**src/design/gbt_pkg.sv**
```systemverilog
// ----------------------------------------------------------------------------
// gbt_pkg
// Shared constants, types and register indexes for the Goertzel bin tracker.
// ----------------------------------------------------------------------------
package gbt_pkg;

    // fixed-point formats
    localparam int COEFF_FRAC_BITS = 11;
    localparam int TRIG_FRAC_BITS  = 15;

    // field widths
    localparam int COEFF_W  = 14;
    localparam int TRIG_W   = 16;
    localparam int SAMPLE_W = 16;
    localparam int STATE_W  = 32;
    localparam int CFG_W    = 16;
    localparam int CFG_AW   = 2;
    localparam int POWER_W  = 63;

    // coeff * delay_one product, split in two halves for the cross term
    localparam int CD1_W       = COEFF_W + STATE_W;
    localparam int CROSS_SPLIT = CD1_W / 2;
    localparam int CROSS_HI_W  = CD1_W - CROSS_SPLIT;

    // shared multiplier of the back end
    localparam int MUL_A_W = STATE_W + 1;
    localparam int MUL_P_W = MUL_A_W + STATE_W;

    // queue between front and back
    localparam int QUEUE_DEPTH = 4;
    localparam int QUEUE_AW    = $clog2(QUEUE_DEPTH);

    // square root: one result bit per step
    localparam int SQRT_STEPS = STATE_W;
    localparam int SQRT_REM_W = STATE_W + 3;

    // configuration register indexes
    localparam logic [CFG_AW-1:0] CFG_COEFF = 2'd0;
    localparam logic [CFG_AW-1:0] CFG_COS   = 2'd1;
    localparam logic [CFG_AW-1:0] CFG_SIN   = 2'd2;

    // input modes
    localparam logic MODE_PUSH  = 1'b0;
    localparam logic MODE_CLEAR = 1'b1;

    typedef struct packed {
        logic signed [COEFF_W-1:0] coeff;
        logic signed [TRIG_W-1:0]  cos_term;
        logic signed [TRIG_W-1:0]  sin_term;
    } t_cfg;

    // filter state after one item
    typedef struct packed {
        logic signed [STATE_W-1:0] d1;
        logic signed [STATE_W-1:0] d2;
        logic        [STATE_W-1:0] peak;
    } t_snap;

endpackage

```
**src/design/gbt_queue.sv**
```systemverilog
// ----------------------------------------------------------------------------
// gbt_queue
// Small first-in first-out queue of state snapshots between front and back.
// ----------------------------------------------------------------------------
module gbt_queue
    import gbt_pkg::*;
(
    input  logic  i_clk,
    input  logic  i_rst_n,
    input  logic  i_push,
    input  t_snap i_data,
    output logic  o_full,
    input  logic  i_pop,
    output t_snap o_data,
    output logic  o_empty
);

    t_snap                 r_mem [QUEUE_DEPTH];
    logic [QUEUE_AW-1:0]   r_wr_ptr;
    logic [QUEUE_AW-1:0]   r_rd_ptr;
    logic [QUEUE_AW:0]     r_count;
    logic                  do_push;
    logic                  do_pop;

    assign o_full  = (r_count == (QUEUE_AW+1)'(QUEUE_DEPTH));
    assign o_empty = (r_count == '0);
    assign do_push = i_push && !o_full;
    assign do_pop  = i_pop && !o_empty;
    assign o_data  = r_mem[r_rd_ptr];

    // storage
    always_ff @(posedge i_clk) begin
        if (do_push) begin
            r_mem[r_wr_ptr] <= i_data;
        end
    end

    // pointers and fill count
    always_ff @(posedge i_clk) begin
        if (!i_rst_n) begin
            r_wr_ptr <= '0;
            r_rd_ptr <= '0;
            r_count  <= '0;
        end else begin
            if (do_push) begin
                r_wr_ptr <= r_wr_ptr + 1'b1;
            end
            if (do_pop) begin
                r_rd_ptr <= r_rd_ptr + 1'b1;
            end
            if (do_push && !do_pop) begin
                r_count <= r_count + 1'b1;
            end else if (do_pop && !do_push) begin
                r_count <= r_count - 1'b1;
            end
        end
    end

endmodule

```
**config.mk**
```make
export PLATFORM = sky130hd
export DESIGN_NAME = gbt_queue
export DESIGN_NICKNAME = d
export VERILOG_FILES = /design/src/design/gbt_pkg.sv /design/src/design/gbt_queue.sv
export SDC_FILE = /design/constraint.sdc
export NUM_CORES = 1
export LEC_CHECK = 0
export BUFFER_PORTS_ARGS = -buffer_cell sky130_fd_sc_hd__buf_4
export CAP_MARGIN = 10
export CORE_ASPECT_RATIO = 0.7
export CORE_MARGIN = 2
export CORE_UTILIZATION = 35
export CTS_CLUSTER_DIAMETER = 40
export DETAILED_ROUTE_END_ITERATION = 10
export SLEW_MARGIN = 20
export SYNTH_ARGS = -nofsm -noshare
export SYNTH_HDL_FRONTEND = slang
export SYNTH_SLANG_ARGS = --single-unit
```
**constraint.sdc**
```tcl
create_clock -name i_clk -period 7.9 [get_ports i_clk]
set_clock_uncertainty 0.05 [all_clocks]
set_input_delay 0.395 -clock i_clk [delete_from_list [all_inputs] [get_ports i_clk]]
set_output_delay 0.395 -clock i_clk [all_outputs]
set_load 0.05 [all_outputs]
```
-- Yosys cells after proc, flatten, opt, wreduce, memory -nomap -nowiden
Memory sizes are Yosys's and may differ from the RTL's. A register that Yosys moved wholly into a read port is not among the register bits.
Cells that the tools add are included.
- mux-type cells: 6
- $add $sub $neg: 4
- reductions and logical operators: 10
- equal/unequal tests: 1
- operators by type and width (cell ; number):
    $mux 3 ; 2
    $add 2x1->2 const B ; 2
    $logic_and 1x1->1 ; 4
    $logic_not 1->1 ; 4
    $mux 2 ; 2
    $add 3x1->3 const B ; 1
    $eq 3x3->1 const B ; 1
    $logic_not 3->1 ; 1
    $sub 3x1->3 const B ; 1
    $mux 1 ; 2
    $reduce_bool 2->1 ; 1
- flip-flop bits (word level): 7
- input bits: 100
- memory bits (writable): 384
- memories kept: 1
- memories (memory ; depth ; width ; read ports ; clocked after memory_dff ; write ports ; RTL line ; source):
    r_mem ; 4 ; 96 ; 1 ; 1 ; 1 ; gbt_queue.sv:18 ; t_snap r_mem [QUEUE_DEPTH];

-- Logic depth before layout (Yosys ltp)
- depth in word-level cells: 7
- gate-level depth with buffers: 9

-- Worst setup path after synthesis
Ideal clock, no wire load.
- path kind: register to register
- from: reg r_count[0]
- to: mem r_mem[0][0] (netlist name) (enable)
- arrival: 3345 ps
- library setup time: 466 ps
- path buffers: 1
- period minus slack after synthesis: 3860 ps
- setup slack: 4040 ps
- required time: 7384 ps
- cell stages (with the launch flop): 5
- path through: dfxtp_1 -> nor3b_1 -> nor2b_1 -> clkbuf_1 -> and2_1
- word-level cells in the longest chain between the ends: 5
- RTL lines (what ; RTL line ; source):
    start, declared ; gbt_queue.sv:21 ; logic [QUEUE_AW:0] r_count;
    start signal, assigned ; gbt_queue.sv:52 ; r_count <= r_count + 1'b1;
    start signal, assigned ; gbt_queue.sv:54 ; r_count <= r_count - 1'b1;
    $eq 3x3->1 ; gbt_queue.sv:25 ; assign o_full = (r_count == (QUEUE_AW+1)'(QUEUE_DEPTH));
    named net o_full ; gbt_queue.sv:12 ; output logic o_full,
    $logic_not 1->1 ; gbt_queue.sv:27 ; assign do_push = i_push && !o_full;
    $logic_and 1x1->1 ; gbt_queue.sv:27 ;
    named net do_push ; gbt_queue.sv:22 ; logic do_push;
    $mux 1 ; gbt_queue.sv:33 ; if (do_push) begin
    $mux 1 (implied by the code) ; gbt_queue.sv:34 ; r_mem[r_wr_ptr] <= i_data;
    end, declared ; gbt_queue.sv:18 ;
The timed path passes the listed nets, and every way through them passes these cells.

==> summary.md <==
| Metric | Value |
|---|---|
| Clk sinks | between 300 and 400 |
| Maxcap violations | 0 |
| Largest net degree at the start of global routing | 52 |
| Commonest non-fill, non-tap cell in the layout | edfxtp_1 |
| DRC | 0 |
| Reg2reg start | r_count[0] |
| CP endpoint kind | output pin |
| WL/cell | 19.6 um |
| Final cycle utilization of the critical path | 41.6% |
| M3 GR Usage | 3.59% |
| Gr usage total | 13.1% |
| Detailed Route Iter0 Violations | 361 |
| Die area | around 0.043 mm^2 |
| Worst r2r dst | r_mem[1][6] |
| Vias/cell | 4.68 |
| Port buffer count | 197 |
| Most frequent cells in the layout | edfxtp_1, buf_4, mux4_2, dlygate4sd3_1, clkbuf_16 |
| DIE WIDTH | 246 um |
| Mapped Cells | 550 |
| HP Class | input pin to register |
| Clk pin slew, worst setup/hold paths | 0.06 ns |
| Final setup violation count | 0 |
| Initial Util | 35.8% |
| Worst Reg-to-Reg Cells | 4 |
| WL final | 28.0 mm |
| ANT nets after route | 0 |
| GR Util met1 | 17.5% |
| DP HPWL | 16.2 mm |
| Worst vdd ir | approximately 0.00027 V |
| First-pass GRT wire length | 42.8 mm |
| Placer Congestion | 0.707 |
| Leak Pwr | 0.00623 uW |
| Pwr per Cell Area | 358 mW/mm^2 |
| Synthesis-to-finish area growth | 29.8% |
| Cell Area, Synth | 0.0143 mm^2 |
| DR pass1 iterations | 4 |
| RSZ-0062 raised after global routing | no |
| Net count, final | 967 |
| Status | finished, final reports clean |
| Initial antenna violation count | 2 |
| Finished Core Util | around 46% |
| Worst-path maximum fanout | 51 |
| Distinct cells, synth | 24 |
| Post-CTS resize count | 0 |
| Register area share after synthesis | 81.7% |
| Synth warn | 0 |
| CTS Root Cell | clkbuf_16 |
| Crit path max-delay cell type | dfxtp_4 |
| R2r setup slk | 4.86 ns |
| Clk Latency, worst-skew pair | 0.54 ns |
| Syn_nets | about 660 |
| Via count | between 6000 and 7000 |
| Num CTS Buffers | 42 |
| Worst-Margin Slew | 1.02 ns |
| Num rows | 61 |
| Setup tns final | 0 ns |
| Required @ worst endpoint | ~7.5 ns |
| Minimum clock period | approximately 3.3 ns |
| CP Class | register to output pin |
| Die Ht | roughly 170 um |
| Grt ovf | 0 |
| Busiest metal layer after global routing | met2 |
| H-Tree Depth | 2 |
| TritonCTS clock tree | yes |
| Max stage delay on crit path | just under 0.8 ns |
| Vias in the first global route | 7342 |
| Hold Path End | r_mem[1][30] |
| Clock Path Buffers | 3 |
| Met2 Resource Use GR | roughly a fifth |
| Worst hold start | i_data[30] |
| Most used cell, CP | buf_4 |
| Fmax achieved | 0.304 GHz |
| Slew HR | 32.3% |
| Core Region | 0.0401 mm^2 |
| Worst path cell trace | buf_4 -> mux4_2 -> buf_4 |
| Post-synthesis sequential element count | 393 |
| Final hold violation count | 0 |
| Worst Hold Path Cells | 1 |
| Worst Setup Start Kind | register |
| # IOs | 198 |
| Fin. max-slew vios | 0 |
| Crit path arrival time | 2.84 ns |
| Syn_area_per_cell | 26.1 um^2 |
| Share of cells above drive strength 1 | between 40% and 50% |
## state kept, by name, summed over array words and instances, names as in the netlist, named ones only
register  count
r_rd_ptr      2
r_count       3
r_mem       384
r_wr_ptr      2
## per-stage QoR
step	total power, uW	setup slack, ns	hold slack, ns	std cells	cell area [um^2]
global route	6930	4.47	0.00147	1427	18600
CTS	6770	4.50	0.000340	1426	18600
global placement	4810	4.80	0.468	1265	16400
finish	6660	4.61	0.0280	1428	18600
floorplan	4230	4.04	0.418	550	14300
detailed placement	4820	4.80	0.457	1265	16400
## worst max-delay path, delay by kind of cell (launching register included)
family | cells | cell delay (ns)
flip-flops | 1 | 0.78
multiplexers | 1 | 0.45
buffers and inverters | 2 | 0.99
## layer usage
layer	part of all wire, %	vias to the layer above
li1	-	2991
met5	0	-
met2	47	193
met4	2.0	0
met1	44	3446
met3	7.0	53
## logic make-up after synthesis
kind of cell / after synthesis / synth area share (%)
AO/OA/AOI/OAI: 4 / 0.201
XOR/XNOR: 4 / 0.245
adder cells (fa/ha/maj): 6 / 0.576
buffers and inverters: 27 / 1.28
flip-flops: 393 / 81.7
multiplexers: 99 / 15.3
AND/OR/NAND/NOR: 17 / 0.672
## area by class of cell
cell class,instances,area (um^2)
antenna,2,5.00
clock buffer,50,1100
clock inverter,24,240
fill,3333,21500
inverter,3,11.3
multi-input combinational,130,2440
sequential,393,11700
tap,535,669
timing repair buffer,291,2400
## how the worst max path moves through the flow
stage / end / depth (start not counted) / slack, ns
finish: o_data[29] / 3 / 4.61
global route: o_data[9] / 3 / 4.47
floorplan: r_mem[0][0] / 4 / 4.04
CTS: o_data[9] / 3 / 4.50
detailed placement: r_mem[2][52] / 4 / 4.80
global placement: r_mem[1][23] / 4 / 4.80
## what timing repair did
item                      in CTS  in global routing
hold buffers                  87                  0
hold endpoints to repair     340                  0
buffers inserted               0                  0
## cells in the mapped netlist
master    number  area [um^2]
clkbuf_1       7         26.3
and2_1         8         50.1
a21boi_0       1         7.51
xor2_1         1         8.76
edfxtp_1     384        11500
nand2_1        4         15.0
fa_1           1         20.0
or3_1          1         6.26
ha_1           5         62.6
xnor2_1        3         26.3
nor3_1         1         5.00
mux4_2        96         2160
nor2b_1        2         12.5
o311ai_0       1         8.76
buf_2         11         55.1
buf_6          1         11.3
buf_8          4         60.1
o31ai_1        1         7.51
mux2i_1        3         30.0
o21ai_0        1         5.00
inv_1          3         11.3
dfxtp_1        9          180
nor3b_1        1         7.51
buf_12         1         20.0
## power breakdown
part	total, uW	switching (uW)	internal [uW]
clock	1880	780	1100
combinational	2160	1390	765
sequential	2610	79.9	2530
(Power assumes the default switching activity.)
