`src/design/gbt_pkg.sv`:
```
// ----------------------------------------------------------------------------
// gbt_pkg
// Shared constants, types and register indexes for the Goertzel bin tracker.
// ----------------------------------------------------------------------------
package gbt_pkg;

    // fixed-point formats
    localparam int COEFF_FRAC_BITS = 11;
    localparam int TRIG_FRAC_BITS  = 15;

    // field widths
    localparam int COEFF_W  = 14;
    localparam int TRIG_W   = 16;
    localparam int SAMPLE_W = 16;
    localparam int STATE_W  = 32;
    localparam int CFG_W    = 16;
    localparam int CFG_AW   = 2;
    localparam int POWER_W  = 63;

    // coeff * delay_one product, split in two halves for the cross term
    localparam int CD1_W       = COEFF_W + STATE_W;
    localparam int CROSS_SPLIT = CD1_W / 2;
    localparam int CROSS_HI_W  = CD1_W - CROSS_SPLIT;

    // shared multiplier of the back end
    localparam int MUL_A_W = STATE_W + 1;
    localparam int MUL_P_W = MUL_A_W + STATE_W;

    // queue between front and back
    localparam int QUEUE_DEPTH = 4;
    localparam int QUEUE_AW    = $clog2(QUEUE_DEPTH);

    // square root: one result bit per step
    localparam int SQRT_STEPS = STATE_W;
    localparam int SQRT_REM_W = STATE_W + 3;

    // configuration register indexes
    localparam logic [CFG_AW-1:0] CFG_COEFF = 2'd0;
    localparam logic [CFG_AW-1:0] CFG_COS   = 2'd1;
    localparam logic [CFG_AW-1:0] CFG_SIN   = 2'd2;

    // input modes
    localparam logic MODE_PUSH  = 1'b0;
    localparam logic MODE_CLEAR = 1'b1;

    typedef struct packed {
        logic signed [COEFF_W-1:0] coeff;
        logic signed [TRIG_W-1:0]  cos_term;
        logic signed [TRIG_W-1:0]  sin_term;
    } t_cfg;

    // filter state after one item
    typedef struct packed {
        logic signed [STATE_W-1:0] d1;
        logic signed [STATE_W-1:0] d2;
        logic        [STATE_W-1:0] peak;
    } t_snap;

endpackage

```
`src/design/gbt_front.sv`:
```
// ----------------------------------------------------------------------------
// gbt_front
// Accepts items, runs the Goertzel recurrence and the peak tracker, and
// queues a snapshot of the updated state for the back end.
// ----------------------------------------------------------------------------
module gbt_front
    import gbt_pkg::*;
(
    input  logic                       i_clk,
    input  logic                       i_rst_n,
    input  logic                       i_push,
    output logic                       o_full,
    input  logic                       i_mode,
    input  logic signed [SAMPLE_W-1:0] i_sample,
    input  logic signed [COEFF_W-1:0]  i_coeff,
    input  logic                       i_q_full,
    output logic                       o_q_push,
    output t_snap                      o_q_snap
);

    logic signed [STATE_W-1:0] r_delay_one;
    logic signed [STATE_W-1:0] r_delay_two;
    logic        [STATE_W-1:0] r_peak;
    logic signed [STATE_W-1:0] n_delay_one;
    logic signed [STATE_W-1:0] n_delay_two;
    logic        [STATE_W-1:0] n_peak;

    logic signed [CD1_W-1:0]   fb_prod;
    logic signed [CD1_W-1:0]   fb_shift;
    logic signed [STATE_W-1:0] s0;
    logic        [STATE_W-1:0] s0_abs;
    logic                      accept;

    assign o_full = i_q_full;
    assign accept = i_push && !i_q_full;

    // recurrence: s0 = x + (coeff*d1 >> frac) - d2, wrapped to 32 bits
    assign fb_prod  = CD1_W'(i_coeff) * CD1_W'(r_delay_one);
    assign fb_shift = fb_prod >>> COEFF_FRAC_BITS;
    assign s0       = STATE_W'(i_sample) + fb_shift[STATE_W-1:0] - r_delay_two;
    assign s0_abs   = s0[STATE_W-1] ? (STATE_W'(0) - s0) : s0;

    // next state for a clear or a push
    always_comb begin
        n_delay_one = r_delay_one;
        n_delay_two = r_delay_two;
        n_peak      = r_peak;
        if (accept) begin
            unique case (i_mode)
                MODE_CLEAR: begin
                    n_delay_one = '0;
                    n_delay_two = '0;
                    n_peak      = '0;
                end
                MODE_PUSH: begin
                    n_delay_one = s0;
                    n_delay_two = r_delay_one;
                    n_peak      = (s0_abs > r_peak) ? s0_abs : r_peak;
                end
                default: begin
                    n_delay_one = r_delay_one;
                end
            endcase
        end
    end

    // filter state
    always_ff @(posedge i_clk) begin
        if (!i_rst_n) begin
            r_delay_one <= '0;
            r_delay_two <= '0;
            r_peak      <= '0;
        end else begin
            r_delay_one <= n_delay_one;
            r_delay_two <= n_delay_two;
            r_peak      <= n_peak;
        end
    end

    // snapshot of the updated state goes straight into the queue
    assign o_q_push      = accept;
    assign o_q_snap.d1   = n_delay_one;
    assign o_q_snap.d2   = n_delay_two;
    assign o_q_snap.peak = n_peak;

endmodule

```
`config.mk`:
```
export PLATFORM = sky130hd
export DESIGN_NAME = gbt_front
export DESIGN_NICKNAME = d
export VERILOG_FILES = /design/src/design/gbt_pkg.sv /design/src/design/gbt_front.sv
export SDC_FILE = /design/constraint.sdc
export NUM_CORES = 1
export LEC_CHECK = 0
export BUFFER_PORTS_ARGS = -buffer_cell sky130_fd_sc_hd__buf_2
export CAP_MARGIN = 40
export CORE_AREA = 3 3 166 249
export CTS_BUF_LIST = sky130_fd_sc_hd__clkbuf_2 sky130_fd_sc_hd__clkbuf_4 sky130_fd_sc_hd__clkbuf_8
export DETAILED_ROUTE_END_ITERATION = 12
export DIE_AREA = 0 0 169 252
export GPL_ROUTABILITY_DRIVEN = 0
export PLACE_DENSITY = 0.9
export SYNTH_ARGS = -nofsm -noshare
export SYNTH_HDL_FRONTEND = slang
export SYNTH_SLANG_ARGS = --single-unit
```
`constraint.sdc`:
```
create_clock -name i_clk -period 20.6 [get_ports i_clk]
set_clock_uncertainty 0.1 [all_clocks]
set_input_delay 0 -clock i_clk [delete_from_list [all_inputs] [get_ports i_clk]]
set_output_delay 0 -clock i_clk [all_outputs]
set_load 0.005 [all_outputs]
```
# After elaboration in Yosys (flattened, before gate mapping)
# Index checks and enable logic that the tools add are counted.
[totals]
ff_bits = 96
output_inout_bits = 98
[op_classes]
n_bitwise = 1
reduce_logical = 2
addsub = 3
n_mul = 1
magnitude_cmp = 1
muxes = 8
[ops]
columns = ["operator", "count"]
rows = [
  ["one-hot mux 32 bit (2 select lines)", 3],
  ["2-to-1 mux 32 bit", 5],
  ["multiplier 14 x 32 -> 43 bit", 1],
  ["adder 32 bit", 1],
  ["> comparator 32 bit", 1],
  ["subtractor 1 x 32 -> 32 bit (first input constant)", 1],
  ["subtractor 32 bit", 1],
  ["logical AND 1 bit", 1],
  ["logical NOT 1 bit", 1],
  ["inverter 1 bit", 1],
]

# Logic depth before layout (Yosys ltp)
# Gate-level depths: netlist (run 1).
[logic_depth]
depth_word = 9
mapped_depth = 53

# Worst setup path before layout (run 1)
# Ideal clock, no wire load.
[synth_path]
path_type = "flip-flop to flip-flop"
startpoint = "register r_delay_one[15]"
endpoint = "register r_peak[0]"
path_stages_with_launch = 49
period_less_slack_ps = 11782
slack_ps = 8818
arrival_time_ps = 11613
setup_time_ps = 70
path_cell_list = "dfxtp_1 -> clkbuf_1 -> nand2_1 -> fa_1 -> fa_1 -> inv_1 -> fa_1 -> fa_1 -> fa_1 -> inv_1 -> fa_1 -> inv_1 -> ha_1 -> buf_2 -> nand4_1 -> or3_1 -> o311ai_1 -> a21oi_1 -> (+13 left out) -> xnor2_2 -> buf_2 -> buf_2 -> nand2_1 -> xnor2_1 -> ha_1 -> nand4_1 -> nor2_1 -> nand3_1 -> nor3_1 -> nand4_1 -> nor3_1 -> nor4_1 -> a21oi_1 -> clkbuf_1 -> clkbuf_1 -> nand2_1 -> a21oi_1"
[synth_via]
elab_chain_len = 9
[synth_rtl]
columns = ["item", "line", "rtl"]
rows = [
  ["start: declaration", "gbt_front.sv:21", "logic signed [STATE_W-1:0] r_delay_one;"],
  ["start signal: assignment", "gbt_front.sv:74", "r_delay_one <= n_delay_one;"],
  ["multiplier 14 x 32 -> 43 bit *", "gbt_front.sv:38", "assign fb_prod = CD1_W'(i_coeff) * CD1_W'(r_delay_one);"],
  ["adder 32 bit *", "gbt_front.sv:40", "assign s0 = STATE_W'(i_sample) + fb_shift[STATE_W-1:0] - r_delay_two;"],
  ["subtractor 32 bit *", "gbt_front.sv:40", ""],
  ["subtractor 1 x 32 -> 32 bit", "gbt_front.sv:41", "assign s0_abs = s0[STATE_W-1] ? (STATE_W'(0) - s0) : s0;"],
  ["2-to-1 mux 32 bit *", "gbt_front.sv:41", ""],
  ["> comparator 32 bit", "gbt_front.sv:58", "n_peak = (s0_abs > r_peak) ? s0_abs : r_peak;"],
  ["2-to-1 mux 32 bit *", "gbt_front.sv:58", ""],
  ["one-hot mux 32 bit (2 select lines) *", "gbt_front.sv:49", "unique case (i_mode)"],
  ["2-to-1 mux 32 bit *", "gbt_front.sv:48", "if (accept) begin"],
  ["end signal: assignment", "gbt_front.sv:76", "r_peak <= n_peak;"],
  ["end: declaration", "gbt_front.sv:23", "logic [STATE_W-1:0] r_peak;"],
]
# Mark *: on every way between the ends. The rest lies on a longest branch, timed or not.
# A chain may end at the register's enable or synchronous reset.

==> flow_summary.toml, run 1 <==
[logic_synthesis]
synth_enable_flop_cells = 0
syn_area_sq_um = 23400
synthDistinctLibCells = 86
synth_cells = 2736
syn-num-nets = 3353
syn_avg_cell_area_sq_um = 8.57
ys_ff_latch = 96
synth-warning-count = 0
ys.flop_type = "dfxtp_1"
ys_seq_area_share_pct = 8.20
postSynth.asyncResetShare_pct = 0

[sta]
setup_viol = 0
layout_min_cycle_time_ps = 15350
maxSlewViolCount = 0
max_slew_margin_pct = 37.1
tns_ps = 0
rsz0062_at_grt = "false"
fmax_ghz = 0.0651
final_hold_viol_count = 0
period_share_pct = 74.5
hold_slack_ps = 77.6
tightest_slew_ps = 929

[cts]
postCtsSetupBuffers = 0
cts_made_buffers = 9
ctsHtreeMaxLevel = 3
tritoncts = "yes"
insertion_delay_ps = 430
clkSlewWorstSetupHoldPaths_ps = 120
clock_path_buffers = 2
cts_resized = 0
clock-sinks = 96
root_buffer = "clkbuf_8"

[critical_path]
crit_path_max_incr_delay_ps = 820
arrival_ps = 15250
cp_num_buf_inv = 7
end_kind = "output pin"
cp-startpoint = "r_delay_one[12]"
timing.rr.start = "r_delay_one[12]"
worstSetupStartpointType = "flip-flop"
cp_top_family = "compound AO/OA/AOI/OAI gates"
worstPathRequired_ps = 20500
critPathMostFrequentCell = "fa_1"
slowest_stage = "o311ai_1"
cp_max_fo = 48
crit_type = "reg2out"

[floorplan]
start_util_pct = 59.6
core_sq_um = 39300
die_y_um = 252
dieArea_sq_um = 42600
num_rows = 89
die_w_um = 169
io_pins = 133

[finish]
drive_gt1_share_pct = 7.75
final_common_cell = "inv_1"
nNetsFinal = 3374
layout_common_cells = "inv_1, fa_1, nand2_1"
fin_util_pct = 62.5
multiInputGateArea_sq_um = 19000
fillerInstances = 2930
regArea_sq_um = 1920
areaGrowthSynthToFinish_pct = 4.78

[placed_design]
dp.final_hpwl_um = 53000
io_buffer_count = 132

[route]
num_vias = 20500
routed_wl_um = 67700
drc = 0
ant_nets = 0
firstDrtPassIters = 8
drt_iter0_drc = 1591
wl_per_cell_um = 20.7
via_per_inst = 6.28

[global_routing]
grt_overflow = 0
grt_usage_pct = 32.4
grt_start_max_net_pins = 70
first_global_vias = 22700
grt_first_pass_wirelength_um = 111000
antenna_found_initial = 1

[hold_path]
holdCritPathClass = "in2out"
min_from = "i_q_full"

[run]
drv_cap = 0

[status]
status = "complete, no violations"
==> stage by stage <==
stage	area (sq um)	worst slack [ps]	instances
6_report	24600	5250	3263
5_1_grt	24600	4760	3262
4_1_cts	24500	5710	3260
3_5_place_dp	24300	5790	3243
3_3_place_gp	24300	6320	3241
2_1_floorplan	23400	8820	2736
==> metal layers <==
metal	GRT usage, %	vias up	wire length, um
li1	-	8709	-
met1	34.8	9938	21800
met2	56.5	1359	33800
met3	5.22	468	6040
met4	24.9	2	6040
met5	0	-	13
==> registers in the layout, summed over array words and instances (netlist names) <==
name / cells
r_peak: 32
r_delay_two: 32
r_delay_one: 32
==> timing repair <==
action | in CTS | in global routing
hold endpoints to repair | 1 | 0
endpoints found under the setup margin | 0 | 0
hold buffers | 1 | 0
==> layout make-up <==
class                   instances  area share, %
flip-flops and latches         96           7.83
inverters                     515           7.87
well taps                     500           2.55
clock inverters                 6          0.255
multi-input cells            1981           77.6
clock buffers                  10          0.560
diodes                          1         0.0102
repair buffers                154           3.38
==> synthesized netlist by cell type, types with 56 or more instances <==
library cell | n | share of area [%]
a21oi_1 | 60 | 1.3
and2_1 | 272 | 7.3
clkbuf_1 | 118 | 1.9
dfxtp_1 | 96 | 8.2
fa_1 | 421 | 36
ha_1 | 161 | 8.6
inv_1 | 513 | 8.2
nand2_1 | 304 | 4.9
nand2b_1 | 56 | 1.5
nor2_1 | 104 | 1.7
o211ai_1 | 61 | 2.0
o21ai_0 | 68 | 1.5
xnor2_1 | 61 | 2.3
==> path summary, 6_finish.rpt <==
check                  to  slack, ps  cells past startpoint
min reg2reg    r_peak[31]        400                      2
min                o_full         80                      2
max          o_q_snap[15]       5250                     44
max reg2reg     r_peak[8]       5390                     43
==> logic make-up after synthesis <==
kind of cell,synth area share (%)
buf+inv,10.7
fa+ha+maj,44.5
xor+xnor,3.73
compound gates,12.5
mux,0.128
flops,8.20
simple gates,20.1
Power of run 1 is not shown: default switching activity piles up to over one toggle a cycle in this logic, so the estimate is an artifact.
==> run 2, diff against run 1 <==
==> constraint.sdc (replaced) <==
create_clock -name i_clk -period 14.8 [get_ports i_clk]
set_clock_uncertainty 0.1 [all_clocks]
set_input_delay 0 -clock i_clk [delete_from_list [all_inputs] [get_ports i_clk]]
set_output_delay 0 -clock i_clk [all_outputs]
set_load 0.005 [all_outputs]
==> flow_summary.toml, run 2 (synthesis results as in run 1) <==
[route]
wl_per_cell_um = 20.8
ant_nets = 0
via_per_inst = 6.24
drt_iter0_drc = 1722
routed_wl_um = 68000
drc = 0
num_vias = 20400
firstDrtPassIters = 6

[floorplan]
die_y_um = 252
core_sq_um = 39300
num_rows = 89
die_w_um = 169
dieArea_sq_um = 42600
io_pins = 133
start_util_pct = 59.6

[sta]
max_slew_margin_pct = 38.8
maxSlewViolCount = 0
layout_min_cycle_time_ps = 14340
final_hold_viol_count = 0
period_share_pct = 96.9
setup_viol = 0
rsz0062_at_grt = "false"
fmax_ghz = 0.0698
tns_ps = 0
tightest_slew_ps = 915

[cts]
clkSlewWorstSetupHoldPaths_ps = 100
ctsHtreeMaxLevel = 3
root_buffer = "clkbuf_8"
postCtsSetupBuffers = 0
clock_path_buffers = 2
tritoncts = "yes"
insertion_delay_ps = 430
cts_made_buffers = 9
clock-sinks = 96

[finish]
layout_common_cells = "inv_1, fa_1, nand2_1"
areaGrowthSynthToFinish_pct = 5.19
drive_gt1_share_pct = 8.92
fillerInstances = 2947
final_common_cell = "inv_1"
regArea_sq_um = 1950
fin_util_pct = 62.7
reg_top3 = "r_delay_one (32), r_delay_two (32), r_peak (32)"
antennaDiodeCount = 0
nNetsFinal = 3382
multiInputGateArea_sq_um = 19100

[critical_path]
crit_type = "reg2out"
crit_path_max_incr_delay_ps = 620
timing.rr.start = "r_delay_one[20]"
arrival_ps = 14240
critPathMostFrequentCell = "fa_1"
cp_top_family = "adder cells"
reg2reg_depth = 47
worstSetupStartpointType = "flip-flop"
cp_num_buf_inv = 8
critPathCapture = "o_q_snap[4]"
worstPathRequired_ps = 14700
timing.rr.end = "r_peak[11]"
cp-startpoint = "r_delay_one[20]"
slowest_stage = "dfxtp_2"
rrSetupSlack_ps = 730
end_kind = "output pin"
cp_max_fo = 38
cp.depth = 48

[global_routing]
first_global_vias = 22000
antenna_found_initial = 0
grt_start_max_net_pins = 93
grt_usage_pct = 32.3
grt_overflow = 0
grt_first_pass_wirelength_um = 110000

[hold_path]
hold-path-cell-count = 2
holdCritPathClass = "in2out"
min_from = "i_q_full"

[placed_design]
dp.final_hpwl_um = 53700
io_buffer_count = 132

[status]
status = "complete, no violations"

[run]
drv_cap = 0
==> run 2: per-stage QoR <==
step	setup WS [ps]	hold WS [ps]	std cells	area [sq um]
floorplan	3020	-19.2	2736	23400
global placement	474	76.5	3249	24400
detailed placement	314	77.7	3253	24400
CTS	46.7	79.0	3270	24600
global route	9.54	87.6	3270	24700
finish	464	78.6	3270	24700
==> run 2: repair_timing <==
| item | 4_1_cts | 5_1_grt |
|---|---|---|
| hold endpoints to repair | 1 | 0 |
| setup endpoints to repair | 14 | 62 |
| hold buffers | 1 | 0 |
| resized for setup | 1 | 26 |
==> run 2: worst min-delay path by stage <==
| stage | endpoint | slack [ps] |
|---|---|---|
| detailed placement | o_full | 80 |
| CTS | o_full | 80 |
| global route | o_full | 90 |
| floorplan | o_full | -20 |
| global placement | o_full | 80 |
| finish | o_full | 80 |
==> run 2: layer usage <==
layer | GRT usage [%] | share of wire, %
met4 | 24.3 | 8.5
met1 | 35.8 | 33
met5 | 0 | 0
met2 | 55.6 | 50
met3 | 4.87 | 8.7
==> run 2: area by class of cell <==
cell class | count | area share [%]
multi-input combinational | 1981 | 77.3
clock inverter | 6 | 0.233
clock buffer | 10 | 0.558
sequential | 96 | 7.91
tap | 500 | 2.54
inverter | 515 | 7.84
timing repair buffer | 162 | 3.61
Power of run 2 is left out for the same reason.
