==> config.mk <==
export PLATFORM = sky130hd
export DESIGN_NAME = gbt_back
export DESIGN_NICKNAME = d
export VERILOG_FILES = /design/src/design/gbt_pkg.sv /design/src/design/gbt_back.sv
export SDC_FILE = /design/constraint.sdc
export NUM_CORES = 2
export LEC_CHECK = 0
export BUFFER_PORTS_ARGS = -buffer_cell sky130_fd_sc_hd__buf_2
export CAP_MARGIN = 20
export CORE_MARGIN = 2
export CORE_UTILIZATION = 57
export CTS_CLUSTER_DIAMETER = 120
export DETAILED_ROUTE_END_ITERATION = 16
export PLACE_DENSITY = 0.75
export SYNTH_ARGS = -nofsm -noshare
export SYNTH_HDL_FRONTEND = slang
export SYNTH_SLANG_ARGS = --single-unit
==> constraint.sdc <==
create_clock -name i_clk -period 16.66 [get_ports i_clk]
set_clock_uncertainty 0.15 [all_clocks]
set_input_delay 3.332 -clock i_clk [delete_from_list [all_inputs] [get_ports i_clk]]
set_output_delay 3.332 -clock i_clk [all_outputs]
set_load 0.03 [all_outputs]
==> src/design/gbt_pkg.sv <==
// ----------------------------------------------------------------------------
// gbt_pkg
// Shared constants, types and register indexes for the Goertzel bin tracker.
// ----------------------------------------------------------------------------
package gbt_pkg;

    // fixed-point formats
    localparam int COEFF_FRAC_BITS = 11;
    localparam int TRIG_FRAC_BITS  = 15;

    // field widths
    localparam int COEFF_W  = 14;
    localparam int TRIG_W   = 16;
    localparam int SAMPLE_W = 16;
    localparam int STATE_W  = 32;
    localparam int CFG_W    = 16;
    localparam int CFG_AW   = 2;
    localparam int POWER_W  = 63;

    // coeff * delay_one product, split in two halves for the cross term
    localparam int CD1_W       = COEFF_W + STATE_W;
    localparam int CROSS_SPLIT = CD1_W / 2;
    localparam int CROSS_HI_W  = CD1_W - CROSS_SPLIT;

    // shared multiplier of the back end
    localparam int MUL_A_W = STATE_W + 1;
    localparam int MUL_P_W = MUL_A_W + STATE_W;

    // queue between front and back
    localparam int QUEUE_DEPTH = 4;
    localparam int QUEUE_AW    = $clog2(QUEUE_DEPTH);

    // square root: one result bit per step
    localparam int SQRT_STEPS = STATE_W;
    localparam int SQRT_REM_W = STATE_W + 3;

    // configuration register indexes
    localparam logic [CFG_AW-1:0] CFG_COEFF = 2'd0;
    localparam logic [CFG_AW-1:0] CFG_COS   = 2'd1;
    localparam logic [CFG_AW-1:0] CFG_SIN   = 2'd2;

    // input modes
    localparam logic MODE_PUSH  = 1'b0;
    localparam logic MODE_CLEAR = 1'b1;

    typedef struct packed {
        logic signed [COEFF_W-1:0] coeff;
        logic signed [TRIG_W-1:0]  cos_term;
        logic signed [TRIG_W-1:0]  sin_term;
    } t_cfg;

    // filter state after one item
    typedef struct packed {
        logic signed [STATE_W-1:0] d1;
        logic signed [STATE_W-1:0] d2;
        logic        [STATE_W-1:0] peak;
    } t_snap;

endpackage

==> src/design/gbt_back.sv <==
// ----------------------------------------------------------------------------
// gbt_back
// Computes phasor, power and magnitude from one queued snapshot with a
// shared multiplier and a bit-serial square root, then holds the result
// in an output register until it is taken.
// ----------------------------------------------------------------------------
module gbt_back
    import gbt_pkg::*;
(
    input  logic                      i_clk,
    input  logic                      i_rst_n,
    input  t_cfg                      i_cfg,
    input  logic                      i_q_empty,
    input  t_snap                     i_q_snap,
    output logic                      o_q_pop,
    output logic                      o_empty,
    input  logic                      i_pop,
    output logic signed [STATE_W-1:0] o_phasor_re,
    output logic signed [STATE_W-1:0] o_phasor_im,
    output logic        [POWER_W-1:0] o_power,
    output logic        [STATE_W-1:0] o_magnitude,
    output logic        [STATE_W-1:0] o_peak
);

    localparam logic [1:0] ST_IDLE = 2'd0;
    localparam logic [1:0] ST_MUL  = 2'd1;
    localparam logic [1:0] ST_SQRT = 2'd2;
    localparam logic [1:0] ST_DONE = 2'd3;

    // multiply sequence steps
    localparam logic [4:0] MS_D1SQ   = 5'd0;
    localparam logic [4:0] MS_D2SQ   = 5'd1;
    localparam logic [4:0] MS_CD1    = 5'd2;
    localparam logic [4:0] MS_COS    = 5'd3;
    localparam logic [4:0] MS_SIN    = 5'd4;
    localparam logic [4:0] MS_XLO    = 5'd5;
    localparam logic [4:0] MS_XHI    = 5'd6;
    localparam logic [4:0] MS_XACC   = 5'd7;
    localparam logic [4:0] MS_POWER  = 5'd8;
    localparam logic [4:0] SQRT_LAST = 5'(SQRT_STEPS - 1);

    logic [1:0]                r_state;
    logic [4:0]                r_step;

    // snapshot and intermediate results
    logic signed [STATE_W-1:0] r_d1;
    logic signed [STATE_W-1:0] r_d2;
    logic        [STATE_W-1:0] r_peak;
    logic signed [MUL_P_W-1:0] r_prod;
    logic        [63:0]        r_acc;
    logic        [63:0]        r_cross;
    logic        [CD1_W-1:0]   r_cd1;
    logic signed [STATE_W-1:0] r_re;
    logic signed [STATE_W-1:0] r_im;
    logic        [POWER_W-1:0] r_pow;

    // square root
    logic [63:0]               r_sq_val;
    logic [SQRT_REM_W-1:0]     r_rem;
    logic [STATE_W-1:0]        r_root;

    // output register
    logic                      r_out_valid;
    logic signed [STATE_W-1:0] r_o_re;
    logic signed [STATE_W-1:0] r_o_im;
    logic        [POWER_W-1:0] r_o_pow;
    logic        [STATE_W-1:0] r_o_mag;
    logic        [STATE_W-1:0] r_o_peak;

    logic signed [MUL_A_W-1:0] mul_a;
    logic signed [STATE_W-1:0] mul_b;
    logic signed [MUL_P_W-1:0] prod_trig;
    logic        [63:0]        cross_shift;
    logic        [63:0]        pow_full;
    logic [SQRT_REM_W-1:0]     rem_shift;
    logic [SQRT_REM_W-1:0]     trial;
    logic                      take;
    logic                      out_free;

    assign o_q_pop  = (r_state == ST_IDLE) && !i_q_empty;
    assign out_free = !r_out_valid || i_pop;

    // operand selection for the shared multiplier
    always_comb begin
        mul_a = MUL_A_W'(r_d1);
        mul_b = r_d2;
        unique case (r_step)
            MS_D1SQ: begin
                mul_a = MUL_A_W'(r_d1);
                mul_b = r_d1;
            end
            MS_D2SQ: begin
                mul_a = MUL_A_W'(r_d2);
                mul_b = r_d2;
            end
            MS_CD1: begin
                mul_a = MUL_A_W'(i_cfg.coeff);
                mul_b = r_d1;
            end
            MS_COS: begin
                mul_a = MUL_A_W'(i_cfg.cos_term);
                mul_b = r_d2;
            end
            MS_SIN: begin
                mul_a = MUL_A_W'(i_cfg.sin_term);
                mul_b = r_d2;
            end
            MS_XLO: begin
                mul_a = MUL_A_W'({1'b0, r_cd1[CROSS_SPLIT-1:0]});
                mul_b = r_d2;
            end
            MS_XHI: begin
                mul_a = MUL_A_W'($signed(r_cd1[CD1_W-1:CROSS_SPLIT]));
                mul_b = r_d2;
            end
            default: begin
                mul_a = MUL_A_W'(r_d1);
                mul_b = r_d2;
            end
        endcase
    end

    assign prod_trig   = r_prod >>> TRIG_FRAC_BITS;
    assign cross_shift = 64'($signed(r_cross) >>> COEFF_FRAC_BITS);
    assign pow_full    = r_acc - cross_shift;

    // one square root step: bring down two bits, try to subtract
    assign rem_shift = {r_rem[SQRT_REM_W-3:0], r_sq_val[63:62]};
    assign trial     = {1'b0, r_root, 2'b01};

    // sequencer
    always_ff @(posedge i_clk) begin
        if (!i_rst_n) begin
            r_state <= ST_IDLE;
            r_step  <= '0;
        end else begin
            unique case (r_state)
                ST_IDLE: begin
                    if (!i_q_empty) begin
                        r_state <= ST_MUL;
                        r_step  <= '0;
                    end
                end
                ST_MUL: begin
                    if (r_step == MS_POWER) begin
                        r_state <= ST_SQRT;
                        r_step  <= '0;
                    end else begin
                        r_step <= r_step + 1'b1;
                    end
                end
                ST_SQRT: begin
                    if (r_step == SQRT_LAST) begin
                        r_state <= ST_DONE;
                    end
                    r_step <= r_step + 1'b1;
                end
                ST_DONE: begin
                    if (out_free) begin
                        r_state <= ST_IDLE;
                    end
                end
                default: begin
                    r_state <= ST_IDLE;
                end
            endcase
        end
    end

    // datapath
    always_ff @(posedge i_clk) begin
        if (o_q_pop) begin
            r_d1   <= i_q_snap.d1;
            r_d2   <= i_q_snap.d2;
            r_peak <= i_q_snap.peak;
        end
        if (r_state == ST_MUL) begin
            r_prod <= MUL_P_W'(mul_a) * MUL_P_W'(mul_b);
            unique case (r_step)
                MS_D2SQ:  r_acc   <= r_prod[63:0];
                MS_CD1:   r_acc   <= r_acc + r_prod[63:0];
                MS_COS:   r_cd1   <= r_prod[CD1_W-1:0];
                MS_SIN:   r_re    <= r_d1 - prod_trig[STATE_W-1:0];
                MS_XLO:   r_im    <= prod_trig[STATE_W-1:0];
                MS_XHI:   r_cross <= r_prod[63:0];
                MS_XACC:  r_cross <= r_cross + {r_prod[63-CROSS_SPLIT:0], CROSS_SPLIT'(0)};
                MS_POWER: begin
                    r_pow    <= pow_full[63] ? '0 : pow_full[POWER_W-1:0];
                    r_sq_val <= pow_full[63] ? '0 : pow_full;
                    r_rem    <= '0;
                    r_root   <= '0;
                end
                default: ;
            endcase
        end
        if (r_state == ST_SQRT) begin
            r_sq_val <= r_sq_val << 2;
            if (rem_shift >= trial) begin
                r_rem  <= rem_shift - trial;
                r_root <= {r_root[STATE_W-2:0], 1'b1};
            end else begin
                r_rem  <= rem_shift;
                r_root <= {r_root[STATE_W-2:0], 1'b0};
            end
        end
    end

    // output register
    assign take = (r_state == ST_DONE) && out_free;

    always_ff @(posedge i_clk) begin
        if (!i_rst_n) begin
            r_out_valid <= 1'b0;
        end else if (take) begin
            r_out_valid <= 1'b1;
        end else if (i_pop) begin
            r_out_valid <= 1'b0;
        end
    end

    always_ff @(posedge i_clk) begin
        if (take) begin
            r_o_re   <= r_re;
            r_o_im   <= r_im;
            r_o_pow  <= r_pow;
            r_o_mag  <= r_root;
            r_o_peak <= r_peak;
        end
    end

    assign o_empty     = !r_out_valid;
    assign o_phasor_re = r_o_re;
    assign o_phasor_im = r_o_im;
    assign o_power     = r_o_pow;
    assign o_magnitude = r_o_mag;
    assign o_peak      = r_o_peak;

endmodule

# Word-level counts from Yosys, hierarchy flattened
# Index checks and enable logic that the tools add are counted.
dict set report word_totals {
  reg_bits 789
  latch_bits 0
  n_memories 0
  wordCells 95
  in_bits 146
  rom_bits 0
  output_inout_bits 193
  mem_bits_rw 0
}
dict set report op_classes {
  n_reduce_logical 23
  muxes 26
  div 0
  eq_ne 16
  n_shift 0
  n_bitwise 0
  multipliers 1
  magnitude_cmp 1
  add_sub_neg 6
}
# cell count
set ops {}
lappend ops {{$pmux W64 S2} 2}
lappend ops {{$pmux W33 S6} 1}
lappend ops {{$mux W64} 3}
lappend ops {{$mux W33} 4}
lappend ops {{$add A64 B64 Y64} 2}
lappend ops {{$mux W32} 4}
lappend ops {{$mul A33 B32 Y64} 1}
lappend ops {{$sub A64 B64 Y64} 1}
lappend ops {{$mux W63} 1}
lappend ops {{$ge A35 B34 Y1} 1}
lappend ops {{$sub A33 B33 Y33} 1}
lappend ops {{$sub A32 B32 Y32} 1}
lappend ops {{$eq A5 B3 Y1 const B} 4}
lappend ops {{$reduce_and A2 Y1} 8}
lappend ops {{$pmux W5 S3} 1}
lappend ops {{$eq A5 B2 Y1 const B} 2}
lappend ops {{$mux W5} 2}
lappend ops {{$reduce_bool A2 Y1} 5}
lappend ops {{$mux W2} 4}
lappend ops {{$ne A2 B2 Y1 const B} 4}
lappend ops {{$pmux W2 S4} 1}
lappend ops {{$add A5 B1 Y5 const B} 1}
lappend ops {{$eq A5 B1 Y1 const B} 1}
lappend ops {{$eq A5 B4 Y1 const B} 1}
lappend ops {{other kinds (12)} 17}

# Longest topological paths before layout
dict set report logic_depth {
  word_depth 5
  depth_mapped 41
  depth_no_buf 37
}

# Least setup slack after synthesis
# Ideal clock, no wire load.
dict set report synth_timing {
  kind {input to register}
  from {input i_pop}
  to {register r_o_mag[0], in the netlist o_magnitude[0], enable pin}
  required_time_ns 15.743
  setup_slack_ns 3.944
  path_stages 2
  arrival_ns 11.799
  path_cell_list {nor2_1 nor2b_1}
}
dict set report synth_between {
  elab_chain_len 2
}
# item line_no
set synth_lines {}
lappend synth_lines {{start, declared} gbt_back.sv:17} ;# input logic i_pop,
lappend synth_lines {{$logic_or A1 B1 Y1} gbt_back.sv:81} ;# assign out_free = !r_out_valid || i_pop;
lappend synth_lines {{$logic_and A1 B1 Y1} gbt_back.sv:209} ;# assign take = (r_state == ST_DONE) && out_free;
lappend synth_lines {{named net take} gbt_back.sv:77} ;# logic take;
lappend synth_lines {{end signal, assigned} gbt_back.sv:226} ;# r_o_mag <= r_root;
lappend synth_lines {{end, declared} gbt_back.sv:67} ;# logic [STATE_W-1:0] r_o_mag;
# The timed path passes the listed nets, and every way through them passes these cells.
# A chain may end at the register's enable or synchronous reset.

# Worst setup path in the final report
dict set report layout_timing {
  from {input i_cfg[15] in the netlist's numbering}
  to {register r_prod[63], data pin}
}
dict set report layout_between {
  elab_chain_len 2
}
# item line_no
set layout_lines {}
lappend layout_lines {{start, declared} gbt_back.sv:12} ;# input t_cfg i_cfg,
lappend layout_lines {{$pmux W33 S6} gbt_back.sv:87} ;# unique case (r_step)
lappend layout_lines {{$mul A33 B32 Y64} gbt_back.sv:178} ;# r_prod <= MUL_P_W'(mul_a) * MUL_P_W'(mul_b);
lappend layout_lines {{end signal, assigned} gbt_back.sv:178}
lappend layout_lines {{end, declared} gbt_back.sv:49} ;# logic signed [MUL_P_W-1:0] r_prod;
# Every way passes these cells.

==> flow_summary_export.csv <==
group,metric,value,unit
cts,clock-root-buffer,"clkbuf_16",
sta,relSlewSlack,0.122,
detailed_routing,dr.pass1.iters,7,
logic_synthesis,synth.cells.most_frequent,"inv_1 (1,136), fa_1 (1,086), nand2_1 (839)",
hold_path,hold_path.class,"register to register",
worst_setup_path,slowest_delay,0.97,ns
cts,hold_buffers,0,
worst_setup_path,worstSetupStartpointType,"input pin",
cts,cts_buffers,87,
detailed_routing,via_count,56800,
global_routing,antenna_found_initial,4,
worst_setup_path,r2r-end,"r_prod[63]",
detailed_routing,wl_per_cell,25.3,um
logic_synthesis,ys_ff_latch,778,
sta,finalMaxSlewViolations,0,
floorplanning,die-area,135000,um^2
detailed_routing,drt_iter0_markers,5969,
cts,cts_num_sinks,778,
global_routing,grt_pass1_vias,58100,
hold_path,hold_path_end,"o_power[24]",
logic_synthesis,avgSynthCellArea,10.3,um^2
cts,post_cts_buffers,0,
cts,clockBufferDepth,3,
hold_path,min_path_cells,0,
final_layout,ff_latch_area,23300,um^2
worst_setup_path,critPathTopFamily,"adder cells",
sta,setup_violations,0,
placed_design,gp_congestion,1.04,
final_layout,fillCellCount,10600,
worst_setup_path,worstSetupStartpoint,"i_cfg[15]",
logic_synthesis,synth.area.top_cells,"edfxtp_1 (31%), fa_1 (29%), ha_1 (7.1%), inv_1 (5.6%), nand2_1 (4.2%)",
sta,worstMarginPinSlew,1.32,ns
logic_synthesis,synth_area,75500,um^2
global_routing,grt_pass1_wl,356000,um
sta,period_minus_slack,12.98,ns
sta,fin_crit_sh,0.779,
worst_setup_path,r2r_start,"r_step[4]",
logic_synthesis,ys.flop_type,"edfxtp_1",
final_layout,layout.nets,9215,
worst_setup_path,path_common_cell,"fa_1",
placed_design,io_buffer_count,338,
logic_synthesis,yosys.area.top_type,"edfxtp_1",
logic_synthesis,synth.most_common_cell,"inv_1",
logic_synthesis,synth.top_cell.area_share,0.305,
sta,final-hold-violation-count,0,
status,status,"completed",
logic_synthesis,synth_cells,7307,
hold_path,worstHoldStart,"r_pow[24]",
floorplanning,dieWidth,368,um
final_layout,multi_input_area,47100,um^2
detailed_routing,wl,237000,um
worst_setup_path,crit_fanout,20,
worst_setup_path,crit_slowest_cell,"fa_1",
worst_setup_path,path_buf_inv,6,
logic_synthesis,yosysWarnings,0,
placed_design,post-dp-hpwl,181000,um
cts,h-tree-depth,3,
cts,clk_latency,0.72,ns
global_routing,grt_usage,0.354,
detailed_routing,ant_nets,0,
final_layout,area_delta_synth_final,9.15,%
floorplanning,fp.dieH,368,um
worst_setup_path,critical_path_class,"input pin to register",
logic_synthesis,ys_types,95,
logic_synthesis,async_flop_share,0,
sta,setup_tns,0,ns
cts,ctsResizeCount,0,
cts,cts_tree,"done",
run,maxCapViolCount,0,
detailed_routing,drc,0,
final_layout,drive_gt1_frac,0.0946,
floorplanning,boundaryPins,339,
detailed_routing,vias_per_cell,6.05,
sta,clock.fmax,0.0770,GHz
global_routing,grt-ovfl-total,0,
worst_setup_path,r2r_slack,4.08,ns
logic_synthesis,synth_nets,8965,
final_layout,final_util,0.627,
floorplanning,fp-row-count,133,
logic_synthesis,yosysSeqAreaShare,0.308,
worst_setup_path,worst-r2r-cell-count,32,
worst_setup_path,cp.required,16.97,ns
sta,holdWs,0.239,ns
global_routing,grt_max_degree,80,
worst_setup_path,arrival,13.29,ns
floorplanning,core_area,131000,um^2
cts,clk_pin_slew,0.06,ns
floorplanning,start_util,0.575,
logic_synthesis,synth_edf_count,768,
worst_setup_path,end_kind,"register",
sta,rsz0062_at_grt,"no",
-- layer usage --
layer | share of wire | GRT usage | up-vias
met4 | 0.067 | 0.199 | 2
li1 | - | - | 24400
met2 | 0.44 | 0.540 | 3404
met3 | 0.12 | 0.0958 | 765
met5 | 0.000072 | 0 | -
met1 | 0.37 | 0.462 | 28200
-- worst max-delay path by stage --
stage / end / cells after the start
2_1_floorplan: o_magnitude[0] / 2
3_3_place_gp: r_prod[63] / 32
3_5_place_dp: r_prod[63] / 32
4_1_cts: r_prod[63] / 32
5_1_grt: r_prod[63] / 30
6_report: r_prod[63] / 32
-- stage by stage --
stage	std cells	setup slack [ns]	cell area (um^2)
4_1_cts	9378	3.86	82400
6_report	9384	3.68	82400
3_5_place_dp	9221	3.12	79400
2_1_floorplan	7307	3.94	75500
5_1_grt	9381	3.16	82400
3_3_place_gp	9221	3.28	79400
-- state kept, by name, indices dropped and copies added, names as in the netlist --
register	count
r_peak	32
r_d2	32
r_prod	64
r_state	2
r_pow	63
o_magnitude	32
r_im	32
r_out_valid	1
r_d1	32
r_rem	33
o_phasor_re	32
r_cross	53
r_acc	64
o_peak	32
o_phasor_im	32
r_re	32
r_step	5
r_cd1	46
o_power	63
r_sq_val	64
r_root	32
-- placed cells by master (no fill, tap or decap), types with 23 or more instances in the layout --
cell / netlist / routed
inv_1: 1136 / 1135
fa_1: 1086 / 1086
nand2_1: 839 / 836
nor2_1: 788 / 786
edfxtp_1: 768 / 768
ha_1: 426 / 424
buf_2: 26 / 338
a21oi_1: 291 / 291
o21ai_0: 252 / 250
xnor2_1: 168 / 168
a21o_1: 161 / 161
buf_4: 0 / 123
xor2_1: 108 / 108
clkbuf_16: 0 / 88
nand3_1: 73 / 73
nand2b_1: 62 / 62
nand4_1: 62 / 62
o21a_1: 58 / 56
mux2i_1: 73 / 54
nor3_1: 48 / 47
o21bai_1: 44 / 44
nor2b_1: 46 / 43
a22o_1: 37 / 37
and2_1: 36 / 36
mux2_2: 30 / 30
and3_1: 30 / 28
a31oi_1: 26 / 25
a211oi_1: 25 / 25
o21ai_1: 27 / 24
a222oi_1: 23 / 23
o211ai_1: 23 / 23
-- cell families (layout without fill, tap and decap cells) --
kind of cell	after synthesis	after routing	share of synthesized area
and+or+nand+nor	2059	2059	0.116
adders and majority gates	1512	1512	0.358
buffers and inverters	1439	1757	0.0723
AOI/OAI and AO/OA	1131	1131	0.0981
DFF	778	778	0.308
xor gates and xnor gates	277	277	0.0322
muxes	111	111	0.0153
other	0	4	0
-- layout make-up --
cell class	instances	share of cell area
Antenna cell	4	0.000121
Clock buffer	94	0.0270
Clock inverter	63	0.00900
Inverter	1137	0.0518
Multi-Input combinational cell	5090	0.571
Sequential cell	778	0.282
Tap cell	1755	0.0266
Timing Repair Buffer	463	0.0322
Power is left out: the tool's default activity adds up to more than one toggle a clock period on the data nets, which glitch-free logic cannot reach.
